[src/ssrb_pkg.sv]
`default_nettype none
package ssrb_pkg;

  localparam int WordsPerLine = 40;
  localparam int Lines        = 400;
  localparam int FbWords      = WordsPerLine * Lines;
  localparam int FbPixels     = WordsPerLine * 16;
  localparam int AddrW        = $clog2(FbWords);
  localparam int QueueDepth   = 2;
  localparam int QPtrW        = (QueueDepth > 1) ? $clog2(QueueDepth) : 1;
  localparam int QCntW        = $clog2(QueueDepth + 1);

  typedef enum logic [1:0] {
    OP_PLOT  = 2'd0,
    OP_READ  = 2'd1,
    OP_WRITE = 2'd2
  } op_e;

  typedef enum logic [1:0] {
    CMD_REPORT = 2'd0,
    CMD_READ   = 2'd1,
    CMD_WRITE  = 2'd2,
    CMD_PLOT   = 2'd3
  } cmd_kind_e;

  typedef struct packed {
    cmd_kind_e        kind;
    logic [AddrW-1:0] addr;
    logic [15:0]      word_lo;
    logic [15:0]      word_hi;
    logic             spill;
    logic             clip;
  } cmd_t;

endpackage
`default_nettype wire

[src/ssrb_front.sv]
`default_nettype none
module ssrb_front (
  input  wire logic [1:0]  operation_i,
  input  wire logic [9:0]  pos_x_i,
  input  wire logic [8:0]  pos_y_i,
  input  wire logic [8:0]  row_offset_i,
  input  wire logic [15:0] pattern_i,
  input  wire logic [13:0] word_address_i,
  input  wire logic [15:0] write_data_i,
  output ssrb_pkg::cmd_t   cmd_o
);

  logic [9:0]  line;
  logic [5:0]  col;
  logic [3:0]  shift;
  logic [31:0] shifted;
  logic        x_ok;
  logic        y_ok;
  logic        line_ok;
  logic        last_col;
  logic        addr_ok;
  logic [31:0] plot_addr;

  assign line     = 10'(pos_y_i) + 10'(row_offset_i);
  assign col      = pos_x_i[9:4];
  assign shift    = pos_x_i[3:0];
  assign shifted  = {pattern_i, 16'b0} >> shift;
  assign x_ok     = 32'(pos_x_i) < 32'(ssrb_pkg::FbPixels);
  assign y_ok     = 32'(pos_y_i) < 32'(ssrb_pkg::Lines);
  assign line_ok  = 32'(line) < 32'(ssrb_pkg::Lines);
  assign last_col = (32'(col) + 32'd1) >= 32'(ssrb_pkg::WordsPerLine);
  assign addr_ok  = 32'(word_address_i) < 32'(ssrb_pkg::FbWords);
  assign plot_addr = 32'(line) * 32'(ssrb_pkg::WordsPerLine) + 32'(col);

  always_comb begin
    cmd_o         = '0;
    cmd_o.kind    = ssrb_pkg::CMD_REPORT;
    cmd_o.word_lo = write_data_i;
    case (ssrb_pkg::op_e'(operation_i))
      ssrb_pkg::OP_PLOT: begin
        if (x_ok && y_ok && line_ok) begin
          cmd_o.kind    = ssrb_pkg::CMD_PLOT;
          cmd_o.addr    = plot_addr[ssrb_pkg::AddrW-1:0];
          cmd_o.word_lo = shifted[31:16];
          cmd_o.word_hi = shifted[15:0];
          // right spill past the last word of the line is dropped
          cmd_o.spill   = (shift != 4'd0) && !last_col;
          cmd_o.clip    = (shift != 4'd0) && last_col;
        end else begin
          cmd_o.clip = 1'b1;
        end
      end
      ssrb_pkg::OP_READ: begin
        if (addr_ok) begin
          cmd_o.kind = ssrb_pkg::CMD_READ;
          cmd_o.addr = ssrb_pkg::AddrW'(word_address_i);
        end
      end
      ssrb_pkg::OP_WRITE: begin
        if (addr_ok) begin
          cmd_o.kind = ssrb_pkg::CMD_WRITE;
          cmd_o.addr = ssrb_pkg::AddrW'(word_address_i);
        end
      end
      default: begin
        cmd_o.kind = ssrb_pkg::CMD_REPORT;
      end
    endcase
  end

endmodule
`default_nettype wire

[config.mk]
export PLATFORM = sky130hd
export DESIGN_NAME = ssrb_front
export DESIGN_NICKNAME = d
export VERILOG_FILES = /design/src/ssrb_pkg.sv /design/src/ssrb_front.sv
export SDC_FILE = /design/constraint.sdc
export NUM_CORES = 1
export LEC_CHECK = 0
export ABC_CLOCK_PERIOD_IN_PS = 11400
export BUFFER_PORTS_ARGS = -buffer_cell sky130_fd_sc_hd__buf_2
export CORE_MARGIN = 3
export CORE_UTILIZATION = 35
export DETAILED_ROUTE_END_ITERATION = 8
export PLACE_DENSITY_LB_ADDON = 0.08
export SLEW_MARGIN = 20
export SYNTH_ARGS = -nofsm -noshare
export SYNTH_HDL_FRONTEND = slang
export SYNTH_SLANG_ARGS = --single-unit
[constraint.sdc]
create_clock -name vclk -period 11.4
set_clock_uncertainty 0.05 [all_clocks]
set_input_delay 0.57 -clock vclk [all_inputs]
set_output_delay 0.57 -clock vclk [all_outputs]
set_load 0.01 [all_outputs]
# Word level (Yosys, flattened, before mapping)
# Index checks and enable logic that the tools add are counted.
# op_classes
n_addsub	3
mul	1
order_cmp	5
eq_ne	2
n_shift	1
muxes	7
reduce_logical	7
# op_table
op	n
49-bit two-way mux	1
14-bit case mux with 3 select lines	1
34-bit two-way mux	1
32-bit by 4-bit >> shifter with 32-bit output	1
16-bit two-way mux	1
15-bit two-way mux	1
14-bit by 6-bit adder with 14-bit output	1
14-bit < comparator (second input constant)	1
10-bit by 3-bit multiplier with 11-bit output (second input constant)	1
9-bit by 9-bit adder with 10-bit output	1
10-bit < comparator (second input constant)	1
10-bit by 9-bit < comparator with 1-bit output (second input constant)	1
9-bit < comparator (second input constant)	1
6-bit by 1-bit adder with 7-bit output (second input constant)	1
7-bit by 6-bit greater-or-equal comparator with 1-bit output (second input constant)	1
2-bit case mux with 3 select lines	1
1-bit logical AND	4
4-bit nonzero test	1
2-bit by 1-bit == test with 1-bit output (second input constant)	1
2-bit == test (second input constant)	1
2-bit zero test	1
1-bit zero test	1
1-bit two-way mux	1
# word_totals
reg_bits	0
in_bits	76
output_inout_bits	50
elab_cells	26

# Longest topological paths before layout
# Gate-level depths: netlist (run 1).
# logic_depth
ltp_word	6
mapped_depth	17
ltp_nobuf	17

# Worst setup path after synthesis (run 1)
# OpenSTA, ideal clock, no wires.
# synth_path
path_type	input-to-output
start	input pos_y_i[0]
end	output cmd_o[47] (netlist name)
t_arrival_ns	3.969
required_ns	10.780
slack_ns	6.811
stages	16
n_path_buf	0
path_cell_list	ha_1 -> inv_1 -> fa_1 -> nand2b_1 -> a21oi_1 -> xnor2_1 -> inv_1 -> ha_1 -> inv_1 -> fa_1 -> xnor2_1 -> nor3b_1 -> nand3_1 -> nor4bb_1 -> xnor2_1 -> a22o_1
# synth_lines
item	line_no	source
start: declaration	ssrb_front.sv:5	input wire logic [8:0] pos_y_i,
end: declaration	ssrb_front.sv:10	output ssrb_pkg::cmd_t cmd_o

==> out/metrics.yaml, run 1 <==
post-route-drc-count: 0
yosysUniqueCellTypes: 55
crit_start: "pos_y_i[0]"
synth_fp_nets: 444
drtIter0Drc: 69
vias: 2804
multiInputGateArea_sq_um: 2340
synthesis.instances: 338
antennaDiodeCount: 0
area_growth_pct: 26.7
postPlaceCellArea_sq_um: 3160
grt_pass1_wl_mm: 12.7
grt_pass1_vias: 2745
die_x_um: 90.5
synth_area_leaders: "mux2i_1 14%, ha_1 14%, mux2_2 6.3%, nor2_1 5.9%, a21oi_1 5.2%"
muxShareOfSynthArea_pct: 24.3
core_sq_um: 6870
cp.required_ns: 10.78
yosysWarnings: 0
layout.cells.non_filler: 540
die-area_sq_um: 8190
post-route-util_pct: 46.1
power_mw: 0.265
slew_headroom_pct: 51.4
syn_area_per_cell_sq_um: 7.39
yosys-top-cells-count: "39 x nor2_1, 36 x mux2i_1, 27 x ha_1"
cts_setup_buffers: 0
fmax_mhz: 197
antenna_found_initial: 0
tns_ns: 0
n_clock_buffer: 0
grt_setup_unrepaired: "false"
synth_compound_area_share_pct: 24.0
ctsResizeCount: 0
rows: 30
yosysSeqAreaShare_pct: 0
cp.arrival_ns: 4.45
gr-total-overflow: 0
n_sequential_cell: 0
place.gp.congestion: 0.814
vias_per_cell: 5.19
worstHoldPathCells: 3
finalWirelength_mm: 7.55
cp-start-kind: "input port"
max-vdd-ir-drop_mv: 0.0703
synthesis.area_sq_um: 2500
synth_xor_area_share_pct: 7.66
io_buffers: 125
fillCellCount: 743
drive_gt1_share_pct: 33.8
start_util_pct: 36.4
synth_most_common_cell: "nor2_1"
crit_type: "input port to primary output"
status: "completed"
post-route-period-util_pct: 44.5
nets: 552
finalSetupViolations: 0
antenna_left: 0
power_leakage_nw: 1.62
dpl.hpwl_mm: 6.54
io_pins: 126
first_pass_iters: 4
finalCriticalPeriod_ns: 5.07
min-delay-start: "write_data_i[14]"
yosys.area.top_type_share_pct: 14.4
die_height_um: 90.5
seqCellArea_sq_um: 0
path_max_fanout: 4
finalHoldViolCount: 0
place_inst: 540
synth_top_family_by_area: "multiplexers"
drv_cap: 0
final_max_slew_viol_count: 0
grt_use_total_pct: 17.8
synthAdderAreaFrac_pct: 15.9
grt_max_degree: 34
cts_hold_buf: 0
synthSimpleGateAreaFrac_pct: 21.2
worst_slew_pin_slew_ns: 0.726
hold_class: "input port to primary output"
stdcell_area_sq_um: 3170
power.density_nw_per_um2: 83.8
endpoint_kind: "primary output"
yosysTopAreaCell: "mux2i_1"
avgRoutedWirePerCell_um: 14.0
hold_path_end: "cmd_o[32]"
==> final cells by class <==
| cell class | count | share of cell area (%) |
|---|---|---|
| multi-input combinational | 297 | 73.8 |
| timing repair buffer | 125 | 19.8 |
| tap | 96 | 3.79 |
| inverter | 22 | 2.61 |
==> report_power, final <==
group / switching [mW] / leakage, nW / internal (mW) / total (mW)
sequential: 0 / 0 / 0 / 0
combinational: 0.145 / 1.62 / 0.120 / 0.265
clock: 0 / 0 / 0 / 0
==> cells by family after synthesis <==
group	count (synthesis)
simple gates	106
buf+inv	41
fa+ha+maj	30
compound gates	81
other cells	1
mux	58
xor+xnor	21
==> per-layer routing <==
metal | track usage (%) | wire [um] | part of all wire, % | up-vias
li1 | - | - | - | 1452
met1 | 21.7 | 3280 | 43 | 1276
met2 | 34.7 | 3870 | 51 | 70
met3 | 1.58 | 324 | 4.3 | 6
met4 | 1.28 | 68 | 0.90 | 0
met5 | 0 | 0 | 0 | -
==> how the worst max path moves through the flow <==
stage / to / slack, ns
after floorplan: cmd_o[47] / 6.81
after global placement: cmd_o[47] / 6.39
after detailed placement: cmd_o[47] / 6.33
after CTS: cmd_o[47] / 6.30
after global routing: cmd_o[47] / 5.91
final: cmd_o[47] / 6.33
==> critical path: stages <==
cell	delay (ns)
buf_2	0.08
ha_1	0.18
inv_1	0.06
fa_1	0.39
nand2b_1	0.20
a21oi_1	0.17
xnor2_1	0.26
inv_1	0.15
ha_1	0.33
inv_1	0.06
fa_1	0.45
xnor2_1	0.25
nor3b_1	0.34
nand3_1	0.17
nor4bb_1	0.36
xnor2_1	0.10
a22o_1	0.19
buf_2	0.13
==> cells in the final DEF (no fill, tap or decap), types with 3 or more instances in the layout <==
| master | n |
|---|---|
| o22ai_1 | 4 |
| nand3_1 | 6 |
| nand2_1 | 21 |
| nand3b_1 | 3 |
| xor2_1 | 7 |
| mux2_2 | 14 |
| xnor2_1 | 13 |
| nor2b_1 | 8 |
| a211oi_1 | 4 |
| inv_1 | 21 |
| a21oi_1 | 26 |
| and3_1 | 4 |
| nor2_1 | 39 |
| o21ai_0 | 8 |
| nor3_1 | 6 |
| a22o_1 | 13 |
| nand2b_1 | 4 |
| a21o_1 | 5 |
| mux2_1 | 8 |
| mux2i_1 | 36 |
| nand4_1 | 3 |
| nor4_1 | 3 |
| ha_1 | 27 |
| buf_2 | 125 |
| fa_1 | 3 |
==> metrics by stage <==
stage / hold WS, ns / setup WS, ns
after global routing: 1.40 / 5.91
after global placement: 1.38 / 6.39
after CTS: 1.38 / 6.30
after detailed placement: 1.38 / 6.33
after floorplan: 1.24 / 6.81
final: 1.38 / 6.33
(Power assumes the default switching activity.)
==> run 2: changes to the inputs <==
Settings changed: ABC_AREA from default to 1, ABC_CLOCK_PERIOD_IN_PS 11400 to 4450.
Clock period 11.4 ns to 4.45 ns, I/O delays scaled along.
==> run 2 against run 1 <==
Worst hold slack worse by 0.69 ns; setup slack worse by 5.8 ns; sequential cell count stayed put; critical path type unchanged.
==> out/metrics.yaml, run 2 <==
n_sequential_cell: 0  # unchanged
die_height_um: 91.9  # +1.6%
synth_top_family_by_area: "simple AND/OR/NAND/NOR gates"
finalHoldViolCount: 0  # unchanged
core_sq_um: 6980  # +1.6%
synth_compound_area_share_pct: 20.5  # -3.5 points
path_max_fanout: 3  # -1
place_inst: 714  # +32%
start_util_pct: 37.0  # +0.61 points
internal_power_mw: 0.244  # +100%
fillCellCount: 824  # +11%
power_leakage_nw: 1.92  # +19%
pwr-share-seq_pct: 0  # unchanged
yosys-top-cells-count: "180 x nand2_1, 55 x inv_1, 46 x nand3_1"
cp.arrival_ns: 3.62  # -0.83 ns
layout.cells.non_filler: 714  # +32%
yosysUniqueCellTypes: 36  # -35%
cts_setup_buffers: 0  # unchanged
drtIter0Drc: 92  # +33%
drive_gt1_share_pct: 22.7  # -11 points
nets: 726  # +32%
synth_most_common_cell: "nand2_1"
muxShareOfSynthArea_pct: 0.775  # -24 points
tns_ns: 0  # unchanged
grt_pass1_vias: 3160  # +15%
grt.met1_usage_pct: 23.8  # +2.1 points
grt_pass1_wl_mm: 13.6  # +7.1%
post-route-util_pct: 46.2  # +0.12 points
cp-start-kind: "input port"
layout_commonest_cell: "nand2_1"
grt_use_total_pct: 18.6  # +0.83 points
final_max_slew_viol_count: 0  # unchanged
first_pass_iters: 4  # unchanged
antenna_found_initial: 0  # unchanged
seqCellArea_sq_um: 0  # unchanged
post-route-period-util_pct: 87.5
hold_class: "input port to primary output"
max-vdd-ir-drop_mv: 0.154  # +120%
die_x_um: 91.9  # +1.6%
layout_common_cells: "180 x nand2_1, 125 x buf_2, 55 x inv_1"
yosysSeqAreaShare_pct: 0  # unchanged
endpoint_kind: "primary output"
io_buffers: 125  # unchanged
avgRoutedWirePerCell_um: 11.7  # -17%
setup_ws_ns: 0.555  # -5.77 ns
slew_headroom_pct: 46.1  # -5.3 points
io_pins: 126  # unchanged
antenna_left: 0  # unchanged
place_ws_ns: 0.566  # -5.77 ns
grt_max_degree: 33  # -2.9%
worst_slew_pin_slew_ns: 0.805  # +0.0790 ns
synthAdderAreaFrac_pct: 15.4  # -0.52 points
finalCriticalPeriod_ns: 3.89
postPlaceCellArea_sq_um: 3230  # +2.2%
finalSetupViolations: 0  # unchanged
status: "completed"
synth_area_leaders: "nand2_1 26%, ha_1 13%, nand3_1 8.9%, inv_1 8.0%, o21ai_0 7.2%"
swShare_pct: 60.8  # +6.1 points
synthesis.area_sq_um: 2580  # +3.4%
p_switching_mw: 0.379  # +160%
cts_hold_buf: 0  # unchanged
gr-total-overflow: 0  # unchanged
n_clock_buffer: 0  # unchanged
use_met2_pct: 35.5  # +0.81 points
grt_setup_unrepaired: "false"
power_mw: 0.623  # +130%
stdcell_area_sq_um: 3230  # +1.9%
antennaDiodeCount: 0  # unchanged
fmax_mhz: 257
cp.required_ns: 4.18  # -6.60 ns
drv_cap: 0  # unchanged
synth_xor_area_share_pct: 3.05  # -4.6 points
syn_area_per_cell_sq_um: 5.02  # -32%
power.density_nw_per_um2: 193  # +130%
synthSimpleGateAreaFrac_pct: 47.5  # +26 points
post-route-drc-count: 0  # unchanged
crit_type: "input port to primary output"
die-area_sq_um: 8450  # +3.1%
yosysWarnings: 0  # unchanged
top_usage_layer: "met2"
yosys.area.top_type_share_pct: 26.2  # +12 points
place.gp.congestion: 0.866  # +6.3%
whs_ns: 0.687  # -0.693 ns
grt_use_met3_pct: 0.902  # -0.68 points
vias_per_cell: 4.86  # -6.4%
finalWirelength_mm: 8.32  # +10%
combinationalPowerShare_pct: 100.0  # about the same
synthesis.instances: 514  # +52%
yosysTopAreaCell: "nand2_1"
vias: 3471  # +24%
synth_fp_nets: 620  # +40%
ctsResizeCount: 0  # unchanged
dpl.hpwl_mm: 7.20  # +10%
area_growth_pct: 25.0
p_clk_share_pct: 0  # unchanged
rows: 30  # unchanged
-- run 2: power groups by stage --
stage                     logic (mW)  clock network, mW  registers (mW)
after floorplan                0.464                  0               0
after global placement         0.620                  0               0
after detailed placement       0.626                  0               0
after CTS                      0.629                  0               0
after global routing           0.729                  0               0
final                          0.623                  0               0
-- run 2: layer usage --
layer / wire length (um) / share of wire [%]
met5: 0 / 0
met3: 375 / 4.5
met1: 3810 / 46
met4: 82 / 0.99
met2: 4050 / 49
-- run 2: cells by family after synthesis --
group	after synthesis
buffers and inverters	80
other	1
adder cells (fa/ha/maj)	30
AND/OR/NAND/NOR	294
XOR/XNOR	9
multiplexers	2
AO/OA/AOI/OAI	98
-- run 2: final cells by class --
| class | count | area, sq um | share of cell area, % |
|---|---|---|---|
| repair buffers | 125 | 626 | 19.4 |
| well taps | 96 | 120 | 3.72 |
| multi-input cells | 434 | 2260 | 69.9 |
| inverters | 59 | 224 | 6.94 |
-- run 2: final timing paths --
kind                  depth (start not counted)         to             start
worst min-delay path                          4  cmd_o[33]  write_data_i[15]
worst max-delay path                         22  cmd_o[46]        pos_y_i[0]
-- run 2: critical path, cell delays in order --
cell     delay (ns)
buf_2          0.08
ha_1           0.17
inv_1          0.06
fa_1           0.39
inv_1          0.07
nand2_1        0.04
nand2_1        0.09
nand2_1        0.07
xor2_1         0.23
inv_1          0.11
ha_1           0.31
inv_1          0.06
fa_1           0.50
nor2_1         0.16
nand4_1        0.12
nand2_1        0.10
nand3_1        0.12
nor3_1         0.20
xor2_1         0.18
nand2_1        0.07
a21oi_1        0.13
buf_2          0.15
