<file path="config.mk">
export PLATFORM = sky130hd
export DESIGN_NAME = ssrb_queue
export DESIGN_NICKNAME = d
export VERILOG_FILES = /design/src/ssrb_pkg.sv /design/src/ssrb_queue.sv
export SDC_FILE = /design/constraint.sdc
export NUM_CORES = 1
export LEC_CHECK = 0
export BUFFER_PORTS_ARGS = -buffer_cell sky130_fd_sc_hd__buf_4
export CORE_MARGIN = 3
export CORE_UTILIZATION = 52
export CTS_BUF_LIST = sky130_fd_sc_hd__clkbuf_8 sky130_fd_sc_hd__clkbuf_16
export DETAILED_ROUTE_END_ITERATION = 10
export PLACE_DENSITY = 0.75
export SLEW_MARGIN = 20
export SYNTH_ARGS = -nofsm -noshare
export SYNTH_HDL_FRONTEND = slang
export SYNTH_SLANG_ARGS = --single-unit
</file>
<file path="constraint.sdc">
create_clock -name clk_i -period 4.1 [get_ports clk_i]
set_clock_uncertainty 0.1 [all_clocks]
set_input_delay 0.205 -clock clk_i [delete_from_list [all_inputs] [get_ports clk_i]]
set_output_delay 0.205 -clock clk_i [all_outputs]
set_load 0.05 [all_outputs]
</file>
<file path="src/ssrb_pkg.sv">
`default_nettype none
package ssrb_pkg;

  localparam int WordsPerLine = 40;
  localparam int Lines        = 400;
  localparam int FbWords      = WordsPerLine * Lines;
  localparam int FbPixels     = WordsPerLine * 16;
  localparam int AddrW        = $clog2(FbWords);
  localparam int QueueDepth   = 2;
  localparam int QPtrW        = (QueueDepth > 1) ? $clog2(QueueDepth) : 1;
  localparam int QCntW        = $clog2(QueueDepth + 1);

  typedef enum logic [1:0] {
    OP_PLOT  = 2'd0,
    OP_READ  = 2'd1,
    OP_WRITE = 2'd2
  } op_e;

  typedef enum logic [1:0] {
    CMD_REPORT = 2'd0,
    CMD_READ   = 2'd1,
    CMD_WRITE  = 2'd2,
    CMD_PLOT   = 2'd3
  } cmd_kind_e;

  typedef struct packed {
    cmd_kind_e        kind;
    logic [AddrW-1:0] addr;
    logic [15:0]      word_lo;
    logic [15:0]      word_hi;
    logic             spill;
    logic             clip;
  } cmd_t;

endpackage
`default_nettype wire

</file>
<file path="src/ssrb_queue.sv">
`default_nettype none
module ssrb_queue (
  input  wire logic           clk_i,
  input  wire logic           rst_ni,
  input  wire logic           push_i,
  input  wire ssrb_pkg::cmd_t push_cmd_i,
  input  wire logic           pop_i,
  output ssrb_pkg::cmd_t      head_o,
  output logic                empty_o,
  output logic                full_o
);

  ssrb_pkg::cmd_t                  slot_q [ssrb_pkg::QueueDepth];
  logic [ssrb_pkg::QPtrW-1:0]      wr_ptr_q, wr_ptr_d;
  logic [ssrb_pkg::QPtrW-1:0]      rd_ptr_q, rd_ptr_d;
  logic [ssrb_pkg::QCntW-1:0]      count_q, count_d;
  logic                            do_push;
  logic                            do_pop;

  assign empty_o = (count_q == '0);
  assign full_o  = (count_q == ssrb_pkg::QCntW'(ssrb_pkg::QueueDepth));
  assign head_o  = slot_q[rd_ptr_q];
  assign do_push = push_i && !full_o;
  assign do_pop  = pop_i && !empty_o;

  always_comb begin
    wr_ptr_d = wr_ptr_q;
    rd_ptr_d = rd_ptr_q;
    count_d  = count_q;
    if (do_push) begin
      wr_ptr_d = (wr_ptr_q == ssrb_pkg::QPtrW'(ssrb_pkg::QueueDepth - 1)) ? '0
               : wr_ptr_q + 1'b1;
    end
    if (do_pop) begin
      rd_ptr_d = (rd_ptr_q == ssrb_pkg::QPtrW'(ssrb_pkg::QueueDepth - 1)) ? '0
               : rd_ptr_q + 1'b1;
    end
    if (do_push && !do_pop) begin
      count_d = count_q + 1'b1;
    end else if (do_pop && !do_push) begin
      count_d = count_q - 1'b1;
    end
  end

  always_ff @(posedge clk_i or negedge rst_ni) begin
    if (!rst_ni) begin
      wr_ptr_q <= '0;
      rd_ptr_q <= '0;
      count_q  <= '0;
    end else begin
      wr_ptr_q <= wr_ptr_d;
      rd_ptr_q <= rd_ptr_d;
      count_q  <= count_d;
    end
  end

  always_ff @(posedge clk_i) begin
    if (do_push) begin
      slot_q[wr_ptr_q] <= push_cmd_i;
    end
  end

endmodule
`default_nettype wire

</file>
# Word level (Yosys, flattened, before mapping)
# Memory sizes are Yosys's and may differ from the RTL's.
# Cells that the tools add are included.
[totals]
reg_bits = 4
ramBits = 100
in_bits = 54
out_inout_bits = 52
memories = 1
[classes]
addsub = 4
eq_ne = 1
n_mux = 6
reduce_logical = 10
[mem_list]
columns = ["memory", "words", "width", "read_ports", "rd_clocked_by_memory_dff", "wr", "line_no", "text"]
rows = [
  ["slot_q", 2, 50, 1, 0, 1, "ssrb_queue.sv:13", "ssrb_pkg::cmd_t slot_q [ssrb_pkg::QueueDepth];"],
]
[op_table]
columns = ["op", "count"]
rows = [
  ["logical AND 1 bit", 4],
  ["logical NOT 1 bit", 4],
  ["2-to-1 mux 1 bit", 4],
  ["2-to-1 mux 2 bit", 2],
  ["adder 1 bit (second input constant)", 2],
  ["adder 2 x 1 -> 2 bit (second input constant)", 1],
  ["equality test 2 bit (second input constant)", 1],
  ["logical NOT 2 bit", 1],
  ["nonzero test 2 bit", 1],
  ["subtractor 2 x 1 -> 2 bit (second input constant)", 1],
]

# Depth between registers and ports, before layout
# Gate-level depths: netlist (run 1).
[logic_depth]
ltp_word = 7
mapped_depth = 7

# Worst setup path after synthesis (run 1)
# Ideal clock, no wire load.
[synth_timing]
kind = "register to register"
startpoint = "register count_q[0] (netlist name)"
endpoint = "memory slot_q[0][0] (netlist name) (enable)"
arrival_time_ns = 2.747
required_time_ns = 3.542
slack_ns = 0.795
path_stages_with_launch = 4
period_less_slack_ns = 3.305
cell_sequence = "dfrtp_1 -> nand2b_1 -> nand2_1 -> nor2_1"
[synth_via]
elab_chain_cells = 5
[synth_rtl]
columns = ["item", "line_no", "text"]
rows = [
  ["start: declaration", "ssrb_queue.sv:16", "logic [ssrb_pkg::QCntW-1:0] count_q, count_d;"],
  ["start signal: assignment", "ssrb_queue.sv:53", "count_q <= count_d;"],
  ["equality test 2 bit", "ssrb_queue.sv:21", "assign full_o = (count_q == ssrb_pkg::QCntW'(ssrb_pkg::QueueDepth));"],
  ["logical NOT 1 bit", "ssrb_queue.sv:23", "assign do_push = push_i && !full_o;"],
  ["logical AND 1 bit", "ssrb_queue.sv:23", ""],
  ["2-to-1 mux 1 bit", "ssrb_queue.sv:58", "if (do_push) begin"],
  ["2-to-1 mux 1 bit (implied by the code)", "ssrb_queue.sv:59", "slot_q[wr_ptr_q] <= push_cmd_i;"],
  ["end: declaration", "ssrb_queue.sv:13", ""],
]
# Every way passes these cells.

==> results of run 1 <==
==> per-stage QoR <==
stage	setup slack, ns	cells	power (mW)
after floorplan	0.795	175	3.20
after global placement	1.88	374	3.58
after detailed placement	1.78	374	3.60
after CTS	1.73	441	4.21
after global routing	1.64	441	4.35
final	1.76	441	4.18
==> layout make-up <==
cell class / instances / area share (%)
inverters: 2 / 0.135
flip-flops and latches: 104 / 55.7
repair buffers: 157 / 23.4
clock buffers: 9 / 2.22
clock inverters: 7 / 1.01
well taps: 99 / 2.22
multi-input cells: 63 / 15.2
==> critical path, stage by stage, from the launching register on <==
cell and delay, ns:
dfrtp_4 1.06, mux2_2 0.41, buf_4 0.19
==> worst paths after layout <==
check,to,from,cells after the start
setup / recovery,head_o[27],rd_ptr_q,2
hold / removal,wr_ptr_q,rst_ni,2
setup reg to reg,slot_q[0][5],count_q[0],4
hold reg to reg,count_q[1],count_q[1],1
max in group asynchronous,rd_ptr_q,rst_ni,2
min in group clk_i,rd_ptr_q,pop_i,3
==> flip-flops by register name (all words and copies together), names as in the netlist <==
name / flops
wr_ptr_q: 1
rd_ptr_q: 1
count_q: 2
slot_q: 100
==> per-layer routing <==
| layer | up-vias | part of all wire, % | global-route usage, % |
|---|---|---|---|
| met5 | - | 0 | 0 |
| met4 | 0 | 1.7 | 6.86 |
| met3 | 9 | 5.1 | 3.35 |
| met2 | 71 | 53 | 28.8 |
| met1 | 1022 | 40 | 19.7 |
| li1 | 1001 | - | - |
==> kinds of logic after synthesis <==
family,synth area share [%]
AO/OA/AOI/OAI,0.123
XOR/XNOR,1.08
adder cells (fa/ha/maj),0.308
buffers and inverters,2.93
flip-flops,76.5
multiplexers,18.4
AND/OR/NAND/NOR,0.678
==> synth_stat cells <==
master / count
mux2_2: 1
nand2_1: 1
edfxtp_1: 100
o21ai_1: 1
xor2_1: 2
dfrtp_1: 4
ha_1: 1
nand2b_1: 1
nor2_1: 3
inv_1: 2
mux2_4: 49
buf_12: 5
xnor2_1: 3
and3_1: 1
buf_6: 1
==> power by group <==
part           total (mW)  leakage (nW)  switching [mW]  internal, mW
Clock               0.575        0.0891           0.348         0.227
Sequential           1.66         0.975           0.207          1.46
Combinational        1.94          1.19            1.17         0.772
Total                4.18          2.25            1.73          2.46
==> repair_timing <==
action / CTS / global route
hold buffers: 51 / 0
hold endpoints to repair: 104 / 0
resized for setup: 0 / 0
==> flow_metrics.env, run 1 <==
export IMPL_status="completed"
export IMPL_finalInstanceArea_sq_mm=0.00557
export IMPL_unrepaired_setup_endpoints_after_global_routing="no"
export IMPL_viasPerCell=4.77
export IMPL_number_of_antenna_violations_at_the_first_check_in_global_routing=0
export IMPL_drcViolationCount=0
export IMPL_total_negative_slack_ns=0
export IMPL_synth_area_per_cell_sq_um=23.2
export IMPL_crit_path_start_kind="register"
export IMPL_vdd_ir_drop_worst_mv=0.488
export IMPL_detail_route_antenna_nets=0
export IMPL_clkLatencyLatePin_ns=0.35
export IMPL_clock_sink_count=104
export IMPL_post_synthesis_sequential_area_ratio_pct=76.5
export IMPL_timing_max_slew_rel_slack_pct=37.8
export IMPL_drt_first_pass_iters=4
export IMPL_routedWlPerCell_um=16.2
export IMPL_n_fill_cell=449
export IMPL_total_track_usage_pct=16.4
export IMPL_wl_mm=7.14
export IMPL_postPlaceCellArea_sq_mm=0.00488
export IMPL_n_antenna_cell=0
export IMPL_dr_total_vias=2103
export IMPL_synthesis_nets=230
export IMPL_top_level_ports=106
export IMPL_clk_root_buffer_cell="clkbuf_8"
export IMPL_synth_top_area_share_pct=74.0
export IMPL_chipWidth_um=94.3
export IMPL_synth_ff_latch_count=104
export IMPL_cp_data_required_time_ns=3.80
export IMPL_critPathArrivalTime_ns=2.03
export IMPL_hold_viol=0
export IMPL_mostFrequentLayoutCell="buf_4"
export IMPL_syn_inst=175
export IMPL_area_of_the_multi_input_gates_sq_um=848
export IMPL_initial_utilization_pct=54.8
export IMPL_initial_drc_count=98
export IMPL_globalRouteOverflowTotal=0
export IMPL_synthDominantAreaCellType="edfxtp_1"
export IMPL_placement_rows=31
export IMPL_final_seq_area_sq_mm=0.00311
export IMPL_grt_first_pass_wirelength_mm=10.7
export IMPL_final_slew_violations=0
export IMPL_synth_lib_cells_used_distinct=15
export IMPL_design_die_area_sq_mm=0.00890
export IMPL_core_area_sq_mm=0.00741
export IMPL_layout_cell_share_with_drive_strength_beyond_1_pct=50.9
export IMPL_regToRegSetupSlack_ns=1.80
export IMPL_syn_area_sq_mm=0.00406
export IMPL_final_min_period_over_clock_period_pct=57.0
export IMPL_ctsLongestPathBuffers=2
export IMPL_clkSlewWorstSetupHoldPaths_ns=0.10
export IMPL_post_route_util_pct=75.2
export IMPL_hold_class="input pin to async pin"
export IMPL_cts_repair_timing_setup_buffer_count=0
export IMPL_die_height_um=94.3
export IMPL_finalNetCount=392
export IMPL_finalSetupViolCount=0
export IMPL_mostFrequentLayoutCells="106 x buf_4, 100 x edfxtp_1, 51 x dlygate4sd3_1"
export IMPL_criticalPathCategory="register to output port"
export IMPL_crit_path_time_final_ns=2.34
export IMPL_power_leakage_nw=2.25
export IMPL_layout_area_overhead_vs_synth_pct=37.3
export IMPL_number_of_buffers_created_by_cts=9
export IMPL_hold_slack_ns=0.0716
export IMPL_via_count_of_the_first_global_routing_pass=2236
export IMPL_cts_max_level=3
export IMPL_ys_warnings_count=0
export IMPL_endpoint_kind_of_the_worst_setup_timing_path="output port"
export IMPL_largest_net_degree_at_the_start_of_global_routing=52
export IMPL_powerDensity_mw_per_mm2=750
export IMPL_cts_tree="yes"
export IMPL_worstPathMaxFanout=51
export IMPL_routability_congestion_estimate_from_global_placement=0.712
export IMPL_cap_viol_max_count=0
export IMPL_pin_slew_with_the_least_headroom_to_its_limit_ns=0.934
export IMPL_portBuffers=105
export IMPL_synth_top_cells_by_area="edfxtp_1 74%, mux2_4 18%, buf_12 2.5%"
export IMPL_achievable_frequency_ghz=0.428
(Power assumes the default switching activity.)
==> run 2, diff against run 1 <==
==> constraint.sdc (replaced) <==
create_clock -name clk_i -period 2.4 [get_ports clk_i]
set_clock_uncertainty 0.1 [all_clocks]
set_input_delay 0.12 -clock clk_i [delete_from_list [all_inputs] [get_ports clk_i]]
set_output_delay 0.12 -clock clk_i [all_outputs]
set_load 0.05 [all_outputs]
==> flow_metrics.env, run 2 (synthesis gave the netlist of run 1 again) <==
export IMPL_clock_sink_count=104
export IMPL_cp_data_required_time_ns=2.18
export IMPL_globalRouteOverflowTotal=0
export IMPL_total_negative_slack_ns=0
export IMPL_critPathArrivalTime_ns=1.97
export IMPL_regToRegSetupSlack_ns=0.74
export IMPL_placement_rows=31
export IMPL_cts_repair_timing_setup_buffer_count=0
export IMPL_number_of_antenna_violations_at_the_first_check_in_global_routing=0
export IMPL_via_count_of_the_first_global_routing_pass=2205
export IMPL_crit_path_start_kind="register"
export IMPL_final_min_period_over_clock_period_pct=91.4
export IMPL_detailedPlacementHpwl_mm=4.30
export IMPL_hold_class="input pin to register"
export IMPL_layout_cell_share_with_drive_strength_beyond_1_pct=50.6
export IMPL_grt_first_pass_wirelength_mm=11.0
export IMPL_post_route_util_pct=75.8
export IMPL_cts_tree="yes"
export IMPL_reg_top3="slot_q (100), count_q (2)"
export IMPL_crit_path_time_final_ns=2.19
export IMPL_cts_repair_resize_count=0
export IMPL_achievable_frequency_ghz=0.456
export IMPL_most_flop_heavy_register="slot_q"
export IMPL_status="completed"
export IMPL_portBuffers=105
export IMPL_layout_area_overhead_vs_synth_pct=38.4
export IMPL_chipWidth_um=94.3
export IMPL_pin_slew_with_the_least_headroom_to_its_limit_ns=0.540
export IMPL_initial_utilization_pct=54.8
export IMPL_wl_met1_mm=2.80
export IMPL_mostFrequentLayoutCells="109 x buf_4, 100 x edfxtp_1, 53 x dlygate4sd3_1"
export IMPL_final_slew_violations=0
export IMPL_drt_first_pass_iters=4
export IMPL_maxUsedRoutingLayer="met4"
export IMPL_wl_mm=7.19
export IMPL_cap_viol_max_count=0
export IMPL_ctsLongestPathBuffers=2
export IMPL_largest_net_degree_at_the_start_of_global_routing=29
export IMPL_routability_congestion_estimate_from_global_placement=0.738
export IMPL_powerDensity_mw_per_mm2=1270
export IMPL_vdd_ir_drop_worst_mv=0.742
export IMPL_finalInstanceArea_sq_mm=0.00562
export IMPL_initial_drc_count=62
export IMPL_mostFrequentLayoutCell="buf_4"
export IMPL_drcViolationCount=0
export IMPL_met2RoutedLength_mm=3.88
export IMPL_finalSetupViolCount=0
export IMPL_finalNetCount=398
export IMPL_cts_hold_buf=53
export IMPL_largest_register_ffs=100
export IMPL_endpoint_kind_of_the_worst_setup_timing_path="output port"
export IMPL_detail_route_antenna_nets=0
export IMPL_core_area_sq_mm=0.00741
export IMPL_viasPerCell=4.81
export IMPL_total_track_usage_pct=16.7
export IMPL_routedWlPerCell_um=16.1
export IMPL_criticalPathCategory="register to output port"
export IMPL_timing_max_slew_rel_slack_pct=64.0
export IMPL_wire_length_on_met3_um=425
export IMPL_power_leakage_nw=2.28
export IMPL_clkLatencyLatePin_ns=0.35
export IMPL_n_antenna_cell=0
export IMPL_die_height_um=94.3
export IMPL_number_of_buffers_created_by_cts=9
export IMPL_dr_total_vias=2149
export IMPL_clk_root_buffer_cell="clkbuf_8"
export IMPL_unrepaired_setup_endpoints_after_global_routing="no"
export IMPL_postPlaceCellArea_sq_mm=0.00492
export IMPL_cts_max_level=3
export IMPL_hold_viol=0
export IMPL_worstPathMaxFanout=28
export IMPL_design_die_area_sq_mm=0.00890
export IMPL_hold_slack_ns=0.0626
export IMPL_top_level_ports=106
export IMPL_clkSlewWorstSetupHoldPaths_ns=0.09
[run 2: area by class of cell]
class,count,area [sq um]
Tap cell,99,124
Timing Repair Buffer,163,1370
Sequential cell,104,3110
Multi-Input combinational cell,63,845
Inverter,2,7.51
Clock inverter,7,40.0
Clock buffer,9,124
Fill cell,450,1790
[run 2: path summary, 6_finish.rpt]
check	from	to	depth (start not counted)
min in group asynchronous	rst_ni	wr_ptr_q	3
max in group asynchronous	rst_ni	rd_ptr_q	3
min	push_i	wr_ptr_q	3
min reg2reg	count_q[1]	count_q[1]	1
max reg2reg	count_q[0]	count_q[1]	6
max	rd_ptr_q	head_o[1]	3
[run 2: layer usage]
metal	GRT usage (%)	vias up
li1	-	1011
met1	19.6	1047
met2	29.0	82
met3	3.82	9
met4	8.06	0
met5	0	-
[run 2: stage by stage]
step | worst slack [ns] | instances | power (mW)
finish | 0.207 | 447 | 7.12
global route | 0.127 | 447 | 7.41
CTS | 0.181 | 447 | 7.17
detailed placement | 0.591 | 378 | 6.19
global placement | 0.589 | 378 | 6.16
floorplan | 0.0905 | 175 | 5.46
[run 2: report_power, final]
part / internal (mW) / switching [mW]
logic: 1.35 / 2.11
registers: 2.49 / 0.250
clock network: 0.367 / 0.551
total: 4.20 / 2.91
[run 2: critical path: stages (launching register included)]
cell	delay, ns
dfrtp_4	0.78
buf_12	0.29
mux2_4	0.33
buf_4	0.19
==> run 3, diff against run 2 <==
==> constraint.sdc (replaced) <==
create_clock -name clk_i -period 2.3 [get_ports clk_i]
set_clock_uncertainty 0.1 [all_clocks]
set_input_delay 0.115 -clock clk_i [delete_from_list [all_inputs] [get_ports clk_i]]
set_output_delay 0.115 -clock clk_i [all_outputs]
set_load 0.05 [all_outputs]
==> flow_metrics.env, run 3 (synthesis gave the netlist of run 1 again) <==
export IMPL_status="completed"
export IMPL_n_antenna_cell=0
export IMPL_critical_path_n_buffers_inverters=2
export IMPL_clk_root_buffer_cell="clkbuf_8"
export IMPL_ctsLongestPathBuffers=2
export IMPL_finalNetCount=399
export IMPL_total_negative_slack_ns=0
export IMPL_finalInstanceArea_sq_mm=0.00567
export IMPL_final_slew_violations=0
export IMPL_cts_repair_timing_setup_buffer_count=0
export IMPL_max_stage_delay_ns=0.73
export IMPL_grt_first_pass_wirelength_mm=11.0
export IMPL_design_die_area_sq_mm=0.00890
export IMPL_layout_cells_non_filler=448
export IMPL_total_track_usage_pct=16.7
export IMPL_largest_register_ffs=100
export IMPL_portBuffers=105
export IMPL_pin_slew_with_the_least_headroom_to_its_limit_ns=0.450
export IMPL_chipWidth_um=94.3
export IMPL_drt_first_pass_iters=4
export IMPL_post_route_util_pct=76.5
export IMPL_final_min_period_over_clock_period_pct=91.7
export IMPL_achievable_frequency_ghz=0.474
export IMPL_layout_cell_share_with_drive_strength_beyond_1_pct=51.3
export IMPL_critPathMostFrequentCell="buf_4"
export IMPL_setup_slack_ns=0.191
export IMPL_clock_sink_count=104
export IMPL_crit_path_start_kind="register"
export IMPL_placement_rows=31
export IMPL_reg_top3="slot_q (100), count_q (2)"
export IMPL_hold_viol=0
export IMPL_timing_max_slew_rel_slack_pct=70.0
export IMPL_postPlaceCellArea_sq_mm=0.00494
export IMPL_endpoint_kind_of_the_worst_setup_timing_path="output port"
export IMPL_criticalPathCategory="register to output port"
export IMPL_mostFrequentLayoutCell="buf_4"
export IMPL_top_level_ports=106
export IMPL_power_leakage_nw=2.29
export IMPL_n_fill_cell=429
export IMPL_routedWlPerCell_um=15.7
export IMPL_initial_utilization_pct=54.8
export IMPL_wl_mm=7.05
export IMPL_cts_max_level=3
export IMPL_crit_path_time_final_ns=2.11
export IMPL_most_flop_heavy_register="slot_q"
export IMPL_unrepaired_setup_endpoints_after_global_routing="no"
export IMPL_globalRouteOverflowTotal=0
export IMPL_powerDensity_mw_per_mm2=1340
export IMPL_layout_area_overhead_vs_synth_pct=39.7
export IMPL_detail_route_antenna_nets=0
export IMPL_cts_tree="yes"
export IMPL_number_of_buffers_created_by_cts=9
export IMPL_area_of_the_multi_input_gates_sq_um=845
export IMPL_finalSetupViolCount=0
export IMPL_viasPerCell=4.77
export IMPL_routability_congestion_estimate_from_global_placement=0.750
export IMPL_dr_total_vias=2135
export IMPL_critPathArrivalTime_ns=1.89
export IMPL_clkLatencyLatePin_ns=0.34
export IMPL_via_count_of_the_first_global_routing_pass=2247
export IMPL_largest_net_degree_at_the_start_of_global_routing=42
export IMPL_crit_family="flip-flops"
export IMPL_mostFrequentLayoutCells="109 x buf_4, 100 x edfxtp_1, 53 x dlygate4sd3_1"
export IMPL_final_seq_area_sq_mm=0.00311
export IMPL_vdd_ir_drop_worst_mv=0.946
export IMPL_detailedPlacementHpwl_mm=4.70
export IMPL_die_height_um=94.3
export IMPL_worstPathMaxFanout=24
export IMPL_fin_total_pwr_mw=7.58
export IMPL_pre_cts_slack_ns=0.565
export IMPL_cap_viol_max_count=0
export IMPL_initial_drc_count=52
export IMPL_number_of_antenna_violations_at_the_first_check_in_global_routing=0
export IMPL_critical_path_cell_by_cell="buf_4 -> mux2_4 -> buf_4"
export IMPL_place_detailed_instances=379
export IMPL_drcViolationCount=0
export IMPL_hold_class="input pin to register"
export IMPL_cp_data_required_time_ns=2.09
export IMPL_core_area_sq_mm=0.00741
export IMPL_crit_slowest_cell="dfrtp_4"
export IMPL_hold_slack_ns=0.0550
export IMPL_clkSlewWorstSetupHoldPaths_ns=0.09
==> run 3: changes by cell type in the layout (fill, tap and decap cells not counted), sizes merged <==
cell    change
bufinv      +1
buf         +1
clkinv      -1
==> run 3: final timing paths <==
check / slack [ns] / end / start / cells after the start
worst max-delay path: 0.19 / head_o[45] / rd_ptr_q / 3
worst min-delay path: 0.06 / wr_ptr_q / push_i / 3
worst max register to register: 0.61 / count_q[1] / count_q[0] / 7
worst min register to register: 0.43 / count_q[1] / count_q[1] / 1
max in group asynchronous: 1.36 / rd_ptr_q / rst_ni / 3
min in group asynchronous: 0.55 / count_q[1] / rst_ni / 3
==> run 3: final cells by class <==
cell class	count	share of cell area (%)
clock buffer	9	2.19
clock inverter	7	1.26
inverter	2	0.132
multi-input combinational	63	14.9
sequential	104	54.8
tap	99	2.19
timing repair buffer	164	24.5
==> run 3: worst register-to-register path: stages (launching register included) <==
cell	delay, ns
dfrtp_1	0.45
nand2b_1	0.19
nand2_1	0.17
inv_1	0.07
ha_1	0.21
xor2_1	0.14
nor2_1	0.13
xor2_1	0.16
==> run 3: what timing repair did <==
| action | 4_1_cts | 5_1_grt |
|---|---|---|
| resized for setup | 0 | 0 |
| endpoints found under the setup margin | 0 | 0 |
| hold buffers | 53 | 0 |
| endpoints found under the hold margin | 105 | 0 |
==> run 3: routing by layer <==
layer / up-vias / GRT usage (%) / part of all wire [%]
li1: 1015 / - / -
met1: 1052 / 19.7 / 38
met5: - / 0 / 0
met3: 8 / 3.11 / 4.6
met4: 0 / 6.98 / 1.3
met2: 60 / 29.9 / 56
==> run 3: power breakdown <==
part           internal [mW]  leakage [nW]  switching (mW)
clock network          0.503        0.0933           0.582
registers               2.59         0.975           0.242
logic                   1.44          1.23            2.22
total                   4.53          2.29            3.05
